## src/msi_pkg.sv

```systemverilog
// shared types and constants for the multi-source safety interlock
`timescale 1ns / 1ps

package msi_pkg;

   localparam int OP_W   = 2;
   localparam int SRC_W  = 3;
   localparam int CNT_W  = 16;
   localparam int MASK_W = 8;

   localparam int NUM_SOURCES_DEFAULT = 8;

   localparam logic [CNT_W-1:0] DELAY_RESET = CNT_W'(500);
   localparam logic [CNT_W-1:0] SINCE_MAX   = {CNT_W{1'b1}};

   localparam logic [OP_W-1:0] OP_TICK     = 2'd0;
   localparam logic [OP_W-1:0] OP_INITIATE = 2'd1;
   localparam logic [OP_W-1:0] OP_RECOVER  = 2'd2;

   // what one word asks of a single source lane
   typedef struct packed {
      logic             tick;
      logic             initiate;
      logic             recover;
      logic [CNT_W-1:0] delay;
   } lane_cmd_type;

   // what a source lane reports back to the lock logic
   typedef struct packed {
      logic active;
      logic active_tick;
      logic tick_clear;
      logic recover_clear;
      logic active_next;
   } lane_status_type;

endpackage

```

## src/multi_source_safety_interlock.sv

```systemverilog
// top level: input register, lock logic over all source lanes, result register
// a word accepted into the input register moves on to the result register once the result register can advance
// throughput: one word per cycle while the result register is not stalled; all lanes and the lock update in one pass
// req_stall rises only while the result register holds a word that is stalled
// reset (synchronous, active high) clears all sources, the lock and the button
// timer, and sets the release delay to 500 ticks
`timescale 1ns / 1ps

module multi_source_safety_interlock #(
   parameter int NUM_SOURCES = msi_pkg::NUM_SOURCES_DEFAULT
) (
   input  logic                       clock,
   input  logic                       reset,
   input  logic                       req_valid,
   output logic                       req_stall,
   input  logic [msi_pkg::OP_W-1:0]   req_operation,
   input  logic [msi_pkg::SRC_W-1:0]  req_source,
   input  logic                       req_button_pressed,
   output logic                       rsp_valid,
   input  logic                       rsp_stall,
   output logic                       rsp_locked,
   output logic                       rsp_lock_event,
   output logic                       rsp_unlock_event,
   output logic [msi_pkg::MASK_W-1:0] rsp_active_sources,
   input  logic                       csr_write_enable,
   input  logic [msi_pkg::CNT_W-1:0]  csr_write_data
);

   logic [msi_pkg::CNT_W-1:0] delay_ff;

   logic                      in_valid_ff, in_valid_in;
   logic [msi_pkg::OP_W-1:0]  op_ff;
   logic [msi_pkg::SRC_W-1:0] src_ff;
   logic                      pressed_ff;

   logic                       rsp_valid_ff, rsp_valid_in;
   logic                       rsp_locked_ff, rsp_lock_event_ff, rsp_unlock_event_ff;
   logic [msi_pkg::MASK_W-1:0] rsp_active_ff, rsp_active_in;

   logic                      lock_held_ff, lock_held_in;
   logic [msi_pkg::CNT_W-1:0] since_ff, since_in;

   logic advance, req_accept, commit;
   logic is_tick, button_recover;
   logic [msi_pkg::CNT_W-1:0] since_inc;

   msi_pkg::lane_cmd_type    lane_cmd    [NUM_SOURCES];
   msi_pkg::lane_status_type lane_status [NUM_SOURCES];

   logic [NUM_SOURCES-1:0] init_vec, active_vec, active_tick_vec;
   logic [NUM_SOURCES-1:0] tick_clear_vec, rec_clear_vec, active_next_vec;

   logic unlock_tick, lock_t, lock_ev, unlock_rec;

   // handshake
   assign advance    = !rsp_valid_ff || !rsp_stall;
   assign req_stall  = in_valid_ff && !advance;
   assign req_accept = req_valid && !req_stall;
   assign commit     = in_valid_ff && advance;

   always_comb begin
      if (req_accept) begin
         in_valid_in = 1'b1;
      end else if (advance) begin
         in_valid_in = 1'b0;
      end else begin
         in_valid_in = in_valid_ff;
      end
      rsp_valid_in = advance ? in_valid_ff : rsp_valid_ff;
   end

   // button timer, saturating
   assign is_tick   = (op_ff == msi_pkg::OP_TICK);
   assign since_inc = (since_ff == msi_pkg::SINCE_MAX) ? since_ff
                                                       : since_ff + msi_pkg::CNT_W'(1);
   assign since_in  = pressed_ff ? '0 : since_inc;

   // recovery from the button looks at the lock after this tick's countdowns
   assign button_recover = is_tick && !pressed_ff && lock_t && (since_inc > delay_ff);

   for (genvar g = 0; g < NUM_SOURCES; g++) begin : g_lane
      logic src_hit;

      assign src_hit = (32'(src_ff) == g);

      assign lane_cmd[g].tick     = is_tick;
      assign lane_cmd[g].initiate = ((op_ff == msi_pkg::OP_INITIATE) && src_hit)
                                    || ((g == 0) && is_tick && pressed_ff);
      assign lane_cmd[g].recover  = ((op_ff == msi_pkg::OP_RECOVER) && src_hit)
                                    || ((g == 0) && button_recover);
      assign lane_cmd[g].delay    = delay_ff;

      msi_source_lane u_lane (
         .clock  (clock),
         .reset  (reset),
         .commit (commit),
         .cmd    (lane_cmd[g]),
         .status (lane_status[g])
      );

      assign init_vec[g]        = lane_cmd[g].initiate;
      assign active_vec[g]      = lane_status[g].active;
      assign active_tick_vec[g] = lane_status[g].active_tick;
      assign tick_clear_vec[g]  = lane_status[g].tick_clear;
      assign rec_clear_vec[g]   = lane_status[g].recover_clear;
      assign active_next_vec[g] = lane_status[g].active_next;
   end

   // global lock: countdown clears first, then initiate or recover
   always_comb begin
      unlock_tick  = lock_held_ff && (|tick_clear_vec) && !(|active_tick_vec);
      lock_t       = lock_held_ff && !unlock_tick;
      lock_ev      = (|init_vec) && !(|active_tick_vec) && !lock_t;
      unlock_rec   = lock_t && (|rec_clear_vec) && !(|active_next_vec);
      lock_held_in = (lock_t || ((|init_vec) && !(|active_tick_vec))) && !unlock_rec;
   end

   for (genvar b = 0; b < msi_pkg::MASK_W; b++) begin : g_mask
      if (b < NUM_SOURCES) begin : g_on
         assign rsp_active_in[b] = active_next_vec[b];
      end else begin : g_off
         assign rsp_active_in[b] = 1'b0;
      end
   end

   always_ff @(posedge clock) begin
      if (reset) begin
         delay_ff     <= msi_pkg::DELAY_RESET;
         in_valid_ff  <= 1'b0;
         rsp_valid_ff <= 1'b0;
         lock_held_ff <= 1'b0;
         since_ff     <= '0;
      end else begin
         in_valid_ff  <= in_valid_in;
         rsp_valid_ff <= rsp_valid_in;
         if (csr_write_enable) begin
            delay_ff <= csr_write_data;
         end
         if (commit) begin
            lock_held_ff <= lock_held_in;
            if (is_tick) begin
               since_ff <= since_in;
            end
         end
      end
   end

   always_ff @(posedge clock) begin
      if (req_accept) begin
         op_ff      <= req_operation;
         src_ff     <= req_source;
         pressed_ff <= req_button_pressed;
      end
      if (commit) begin
         rsp_locked_ff       <= lock_held_in;
         rsp_lock_event_ff   <= lock_ev;
         rsp_unlock_event_ff <= unlock_tick || unlock_rec;
         rsp_active_ff       <= rsp_active_in;
      end
   end

   assign rsp_valid          = rsp_valid_ff;
   assign rsp_locked         = rsp_locked_ff;
   assign rsp_lock_event     = rsp_lock_event_ff;
   assign rsp_unlock_event   = rsp_unlock_event_ff;
   assign rsp_active_sources = rsp_active_ff;

`ifndef ASSERT_OFF
   // the lock is held exactly while some source is active
   a_lock_matches_sources: assert property (@(posedge clock) disable iff (reset)
      lock_held_ff == (|active_vec))
      else $error("lock state disagrees with active sources");

   // a word that asserted the lock leaves it held
   a_lock_event_locked: assert property (@(posedge clock) disable iff (reset)
      (rsp_valid_ff && rsp_lock_event_ff) |-> rsp_locked_ff)
      else $error("lock event reported with lock released");

   // a release with no re-lock leaves the lock down
   a_unlock_event_released: assert property (@(posedge clock) disable iff (reset)
      (rsp_valid_ff && rsp_unlock_event_ff && !rsp_lock_event_ff) |-> !rsp_locked_ff)
      else $error("unlock event reported with lock held");

   // lock and button timer move only when a word is committed
   a_state_holds: assert property (@(posedge clock) disable iff (reset)
      !commit |=> ($stable(lock_held_ff) && $stable(since_ff)))
      else $error("interlock state changed without a word");
`endif

endmodule

```

## src/msi_source_lane.sv

```systemverilog
// one lock source: active flag, release flag and release countdown
`timescale 1ns / 1ps

module msi_source_lane (
   input  logic                    clock,
   input  logic                    reset,
   input  logic                    commit,
   input  msi_pkg::lane_cmd_type   cmd,
   output msi_pkg::lane_status_type status
);

   logic                      active_ff, active_in;
   logic                      releasing_ff, releasing_in;
   logic [msi_pkg::CNT_W-1:0] count_ff, count_in;

   logic                      dec;
   logic [msi_pkg::CNT_W-1:0] count_dec;
   logic                      tick_clear;
   logic                      active_t, releasing_t;
   logic [msi_pkg::CNT_W-1:0] count_t;
   logic                      recover_clear;

   always_comb begin
      dec        = cmd.tick && releasing_ff && (count_ff != '0);
      count_dec  = count_ff - msi_pkg::CNT_W'(1);
      tick_clear = dec && (count_dec == '0);

      // state after the tick countdown, before any initiate or recover
      active_t    = tick_clear ? 1'b0 : active_ff;
      releasing_t = tick_clear ? 1'b0 : releasing_ff;
      count_t     = tick_clear ? '0 : (dec ? count_dec : count_ff);

      active_in     = active_t;
      releasing_in  = releasing_t;
      count_in      = count_t;
      recover_clear = 1'b0;

      priority if (cmd.initiate) begin
         active_in    = 1'b1;
         releasing_in = 1'b0;
         count_in     = '0;
      end else if (cmd.recover && active_t && !releasing_t) begin
         if (cmd.delay == '0) begin
            active_in     = 1'b0;
            releasing_in  = 1'b0;
            count_in      = '0;
            recover_clear = 1'b1;
         end else begin
            releasing_in = 1'b1;
            count_in     = cmd.delay;
         end
      end else begin
         recover_clear = 1'b0;
      end
   end

   always_ff @(posedge clock) begin
      if (reset) begin
         active_ff    <= 1'b0;
         releasing_ff <= 1'b0;
         count_ff     <= '0;
      end else if (commit) begin
         active_ff    <= active_in;
         releasing_ff <= releasing_in;
         count_ff     <= count_in;
      end
   end

   assign status.active        = active_ff;
   assign status.active_tick   = active_t;
   assign status.tick_clear    = tick_clear;
   assign status.recover_clear = recover_clear;
   assign status.active_next   = active_in;

endmodule

```

## config.mk

```make
export PLATFORM = sky130hd
export DESIGN_NAME = multi_source_safety_interlock
export DESIGN_NICKNAME = d
export VERILOG_FILES = /design/src/msi_pkg.sv /design/src/multi_source_safety_interlock.sv /design/src/msi_source_lane.sv
export SDC_FILE = /design/constraint.sdc
export NUM_CORES = 1
export LEC_CHECK = 0
export BUFFER_PORTS_ARGS = -buffer_cell sky130_fd_sc_hd__buf_2
export CORE_AREA = 2 2 167 185
export DETAILED_ROUTE_END_ITERATION = 12
export DIE_AREA = 0 0 169 187
export GPL_TIMING_DRIVEN = 0
export PLACE_DENSITY = 0.64
export SYNTH_ARGS = -nofsm -noshare
export SYNTH_HDL_FRONTEND = slang
export SYNTH_SLANG_ARGS = --single-unit
```

## constraint.sdc

```tcl
create_clock -name clock -period 4.15 [get_ports clock]
set_input_delay 0.2075 -clock clock [delete_from_list [all_inputs] [get_ports clock]]
set_output_delay 0.2075 -clock clock [all_outputs]
set_load 0.03 [all_outputs]
```

==> results.yml <==
synthesis:
  async_reset_ff_share_pct: 0
  syn_inst: 1827
  yosysSeqAreaShare_pct: 31.0
  synthTopCellsByArea: "dfxtp_1 27%, nor2_1 7.3%, nand2_1 6.7%, o21ai_0 5.3%, a22oi_1 4.8%"
  synth.lib_cells_used.distinct: 72
  synth.yosys.warnings: 0
  netlist.area_leader.share_pct: 27.2
  yosys.area.top_type: "dfxtp_1"
  mappedNetlistArea_sq_mm: 0.0132
  ys.flop_type: "dfxtp_1"
  synth_top_cells_by_count: "255 x nor2_1, 234 x nand2_1, 179 x dfxtp_1"
  net_count_after_synthesis: 1895
  synth.avg_cell_area_sq_um: 7.22
  synth_edf_count: 17
  synth_seq_cells: 196
  yosys.cell_count.top_type: "nor2_1"
outcome:
  status: "finished, final reports clean"
finish:
  final_nets: 1982
  n_antenna_cell: 0
  drive_above_1_share_pct: 7.58
  synthToLayoutAreaGrowth_pct: 13.4
  num-fill-cells: 3003
sta:
  tightest_slew_ns: 1.32
  final_max_slew_viol_count: 0
  clock-skew-final_ns: 0.0153
  fmax_ghz: 0.249
  fin_tns_setup_ns: 0
  final_report_setup_violation_count: 0
  hold_viol: 0
  period_minus_slack_ns: 4.02
  max-slew-margin-rel_pct: 11.7
  fin_hold_ws_ns: 0.114
  fin_crit_sh_pct: 96.8
drt:
  post_detailed_route_via_to_cell_ratio: 6.31
  drt_iter0_drc: 1525
  drt_first_pass_iters: 8
  drt_wl_total_um: 49600
  drt.antenna.violating_nets: 0
  wl_cell_um: 21.5
  dr_total_vias: 14550
  drcViolationCount: 0
floorplanning:
  area_of_the_core_sq_mm: 0.0300
  die_footprint_sq_mm: 0.0316
  std_cell_rows: 67
  design.portCount: 40
  chipHeight_um: 187
  die_extent_in_x_um: 169
  initial_core_util_pct: 44.0
critical_path:
  r2r.worst_path.cells: 17
  critical_path.reg2reg.startpoint: "since_ff[7]$_SDFFE_PP0P_"
  worstPathArrival_ns: 4.25
  worst_setup_path_start_kind: "register"
  critical_path.endpoint_type: "register"
  cp_max_fo: 10
  worst-endpoint-required_ns: 4.38
  critical_path_class: "reg2reg"
  r2r_slack_ns: 0.13
  r2r_end: "rsp_locked$_DFFE_PP_"
pwr:
  p_leak_nw: 5.61
  power_density_mw_per_mm2: 279
  vdd.ir_drop.worst_mv: 0.256
global_route:
  grt_max_degree: 22
  initial_antenna_violation_count: 1
  first_global_vias: 13658
  grt_pass1_wl_um: 76700
  grt_usage_pct: 31.1
  grt_overflow_total: 0
clock_tree:
  cts_buffers: 17
  cts.htree.levels: 4
  tritoncts: "done"
  worstSkewPairLatency_ns: 0.47
  clock_path_buffers: 2
  master_cell_of_the_clock_root_buffer: "clkbuf_16"
  numClockSinks: 196
  clk_transition_reported_paths_ns: 0.09
worst_hold_path:
  whs_path_depth: 3
  worstHoldPathType: "in2reg"
  hold_path_end: "delay_ff[0]$_SDFFE_PP0P_"
  worstHoldStart: "csr_write_enable"
flow_run:
  maxCapViolCount: 0
placement:
  number_of_port_buffers: 37
  dp_hpwl_um: 35400
  final_estimated_routing_congestion_in_global_placement: 1.00
[logic make-up after synthesis]
family	count (synthesis)	share of synthesized area [%]
AOI/OAI and AO/OA	498	24.0
xor gates and xnor gates	64	4.25
adders and majority gates	41	3.89
buffers and inverters	178	5.11
DFF	196	31.0
muxes	13	0.996
and+or+nand+nor	837	30.8
[flip-flops by register name, indices dropped and copies added (netlist names), 2 cells and up]
register,flops
g_lane.u_lane.count_ff,128
delay_ff,16
since_ff,16
g_lane.u_lane.active_ff,8
g_lane.u_lane.releasing_ff,8
rsp_active_sources,8
src_ff,3
op_ff,2
[layout make-up]
cell class                      count  area [sq um]  area share [%]
Multi-Input combinational cell   1453          8580            57.3
Sequential cell                   196          4100            27.4
Timing Repair Buffer               71           500            3.35
Buffer                            119           485            3.25
Tap cell                          379           474            3.17
Clock buffer                       17           425            2.84
Inverter                           56           210            1.41
Clock inverter                     15           184            1.23
[worst max path at each step]
stage	from	end
after floorplan	since_ff[0]$_SDFFE_PP0P_	g_lane[0].u_lane.count_ff[6]$_SDFFE_PP0P_
after global placement	since_ff[0]$_SDFFE_PP0P_	g_lane[0].u_lane.count_ff[10]$_SDFFE_PP0P_
after detailed placement	since_ff[0]$_SDFFE_PP0P_	g_lane[0].u_lane.count_ff[12]$_SDFFE_PP0P_
after CTS	since_ff[0]$_SDFFE_PP0P_	g_lane[0].u_lane.count_ff[12]$_SDFFE_PP0P_
after global routing	since_ff[3]$_SDFFE_PP0P_	g_lane[0].u_lane.count_ff[6]$_SDFFE_PP0P_
final	since_ff[7]$_SDFFE_PP0P_	rsp_locked$_DFFE_PP_
[power breakdown]
| group | internal [W] | switching [W] | total (W) |
|---|---|---|---|
| Clock | 0.000821 | 0.000926 | 0.00175 |
| Combinational | 0.000138 | 0.000320 | 0.000458 |
| Sequential | 0.00194 | 0.0000384 | 0.00197 |
| Total | 0.00289 | 0.00128 | 0.00418 |
[per-layer routing]
layer	vias up	share of wire (%)	GRT usage, %
met5	-	0.026	0
met2	729	45	50.0
met4	2	6.3	18.1
li1	6824	-	-
met3	180	8.6	5.42
met1	6815	40	39.1
[stage by stage]
stage          setup slack, ns  utilization [%]  instances  power (W)  area (sq um)
6_report                 0.133             49.8       2306    0.00418         15000
5_1_grt                -0.0260             49.8       2306    0.00428         15000
4_1_cts              -0.000745             49.3       2300    0.00417         14800
3_5_place_dp            -0.832             46.3       2245    0.00244         13900
3_3_place_gp            -0.768             46.2       2243    0.00243         13900
2_1_floorplan            0.269                -       1827    0.00226         13200
[critical path, stage by stage, from the launching register on]
cell and delay (ns):
dfxtp_2 0.40, nand4_1 0.20, buf_4 0.20, or3_1 0.40, nor2_1 0.19, a31oi_1 0.11, a21oi_1 0.28, ha_1 0.31
nand4_1 0.13, nor2_1 0.08, nand4_1 0.13, nor2_1 0.10, o31a_1 0.30, nor3_4 0.28, buf_6 0.19, o211ai_1 0.13
o221ai_2 0.26, nand2b_1 0.08
[placed cells by master (no fill, tap or decap), types with 10 or more instances in the layout]
| cell type | Yosys | routed |
|---|---|---|
| ha_1 | 41 | 41 |
| o22ai_1 | 11 | 11 |
| mux2i_1 | 12 | 12 |
| nor2_1 | 255 | 253 |
| edfxtp_1 | 17 | 17 |
| or4_1 | 19 | 19 |
| or2_2 | 13 | 13 |
| nor4b_1 | 12 | 11 |
| nand2_1 | 234 | 234 |
| nand3_1 | 52 | 52 |
| o32ai_1 | 14 | 14 |
| nand4_1 | 29 | 29 |
| nor3b_1 | 15 | 15 |
| a21oi_1 | 121 | 119 |
| and2_1 | 11 | 11 |
| dlygate4sd3_1 | 0 | 24 |
| clkbuf_1 | 115 | 104 |
| xor2_1 | 22 | 22 |
| nor4_1 | 54 | 47 |
| nor2b_1 | 13 | 13 |
| a22oi_1 | 84 | 84 |
| buf_2 | 3 | 41 |
| dfxtp_1 | 179 | 173 |
| o31ai_1 | 18 | 18 |
| inv_1 | 56 | 56 |
| clkbuf_16 | 0 | 17 |
| a31oi_1 | 20 | 20 |
| nand3b_1 | 18 | 18 |
| buf_4 | 0 | 11 |
| or3_1 | 20 | 19 |
| xnor2_1 | 42 | 42 |
| nor3_1 | 50 | 48 |
| and3_1 | 10 | 10 |
| o211ai_1 | 21 | 21 |
| o21ai_0 | 140 | 140 |
[repair_timing]
item | CTS | global route
resized for setup | 17 | 37
setup endpoints to repair | 26 | 39
hold buffers | 24 | 0
pin swaps | 0 | 8
setup buffers | 0 | 8
hold endpoints to repair | 24 | 0
Note: power is estimated with default switching activity, not from simulation.
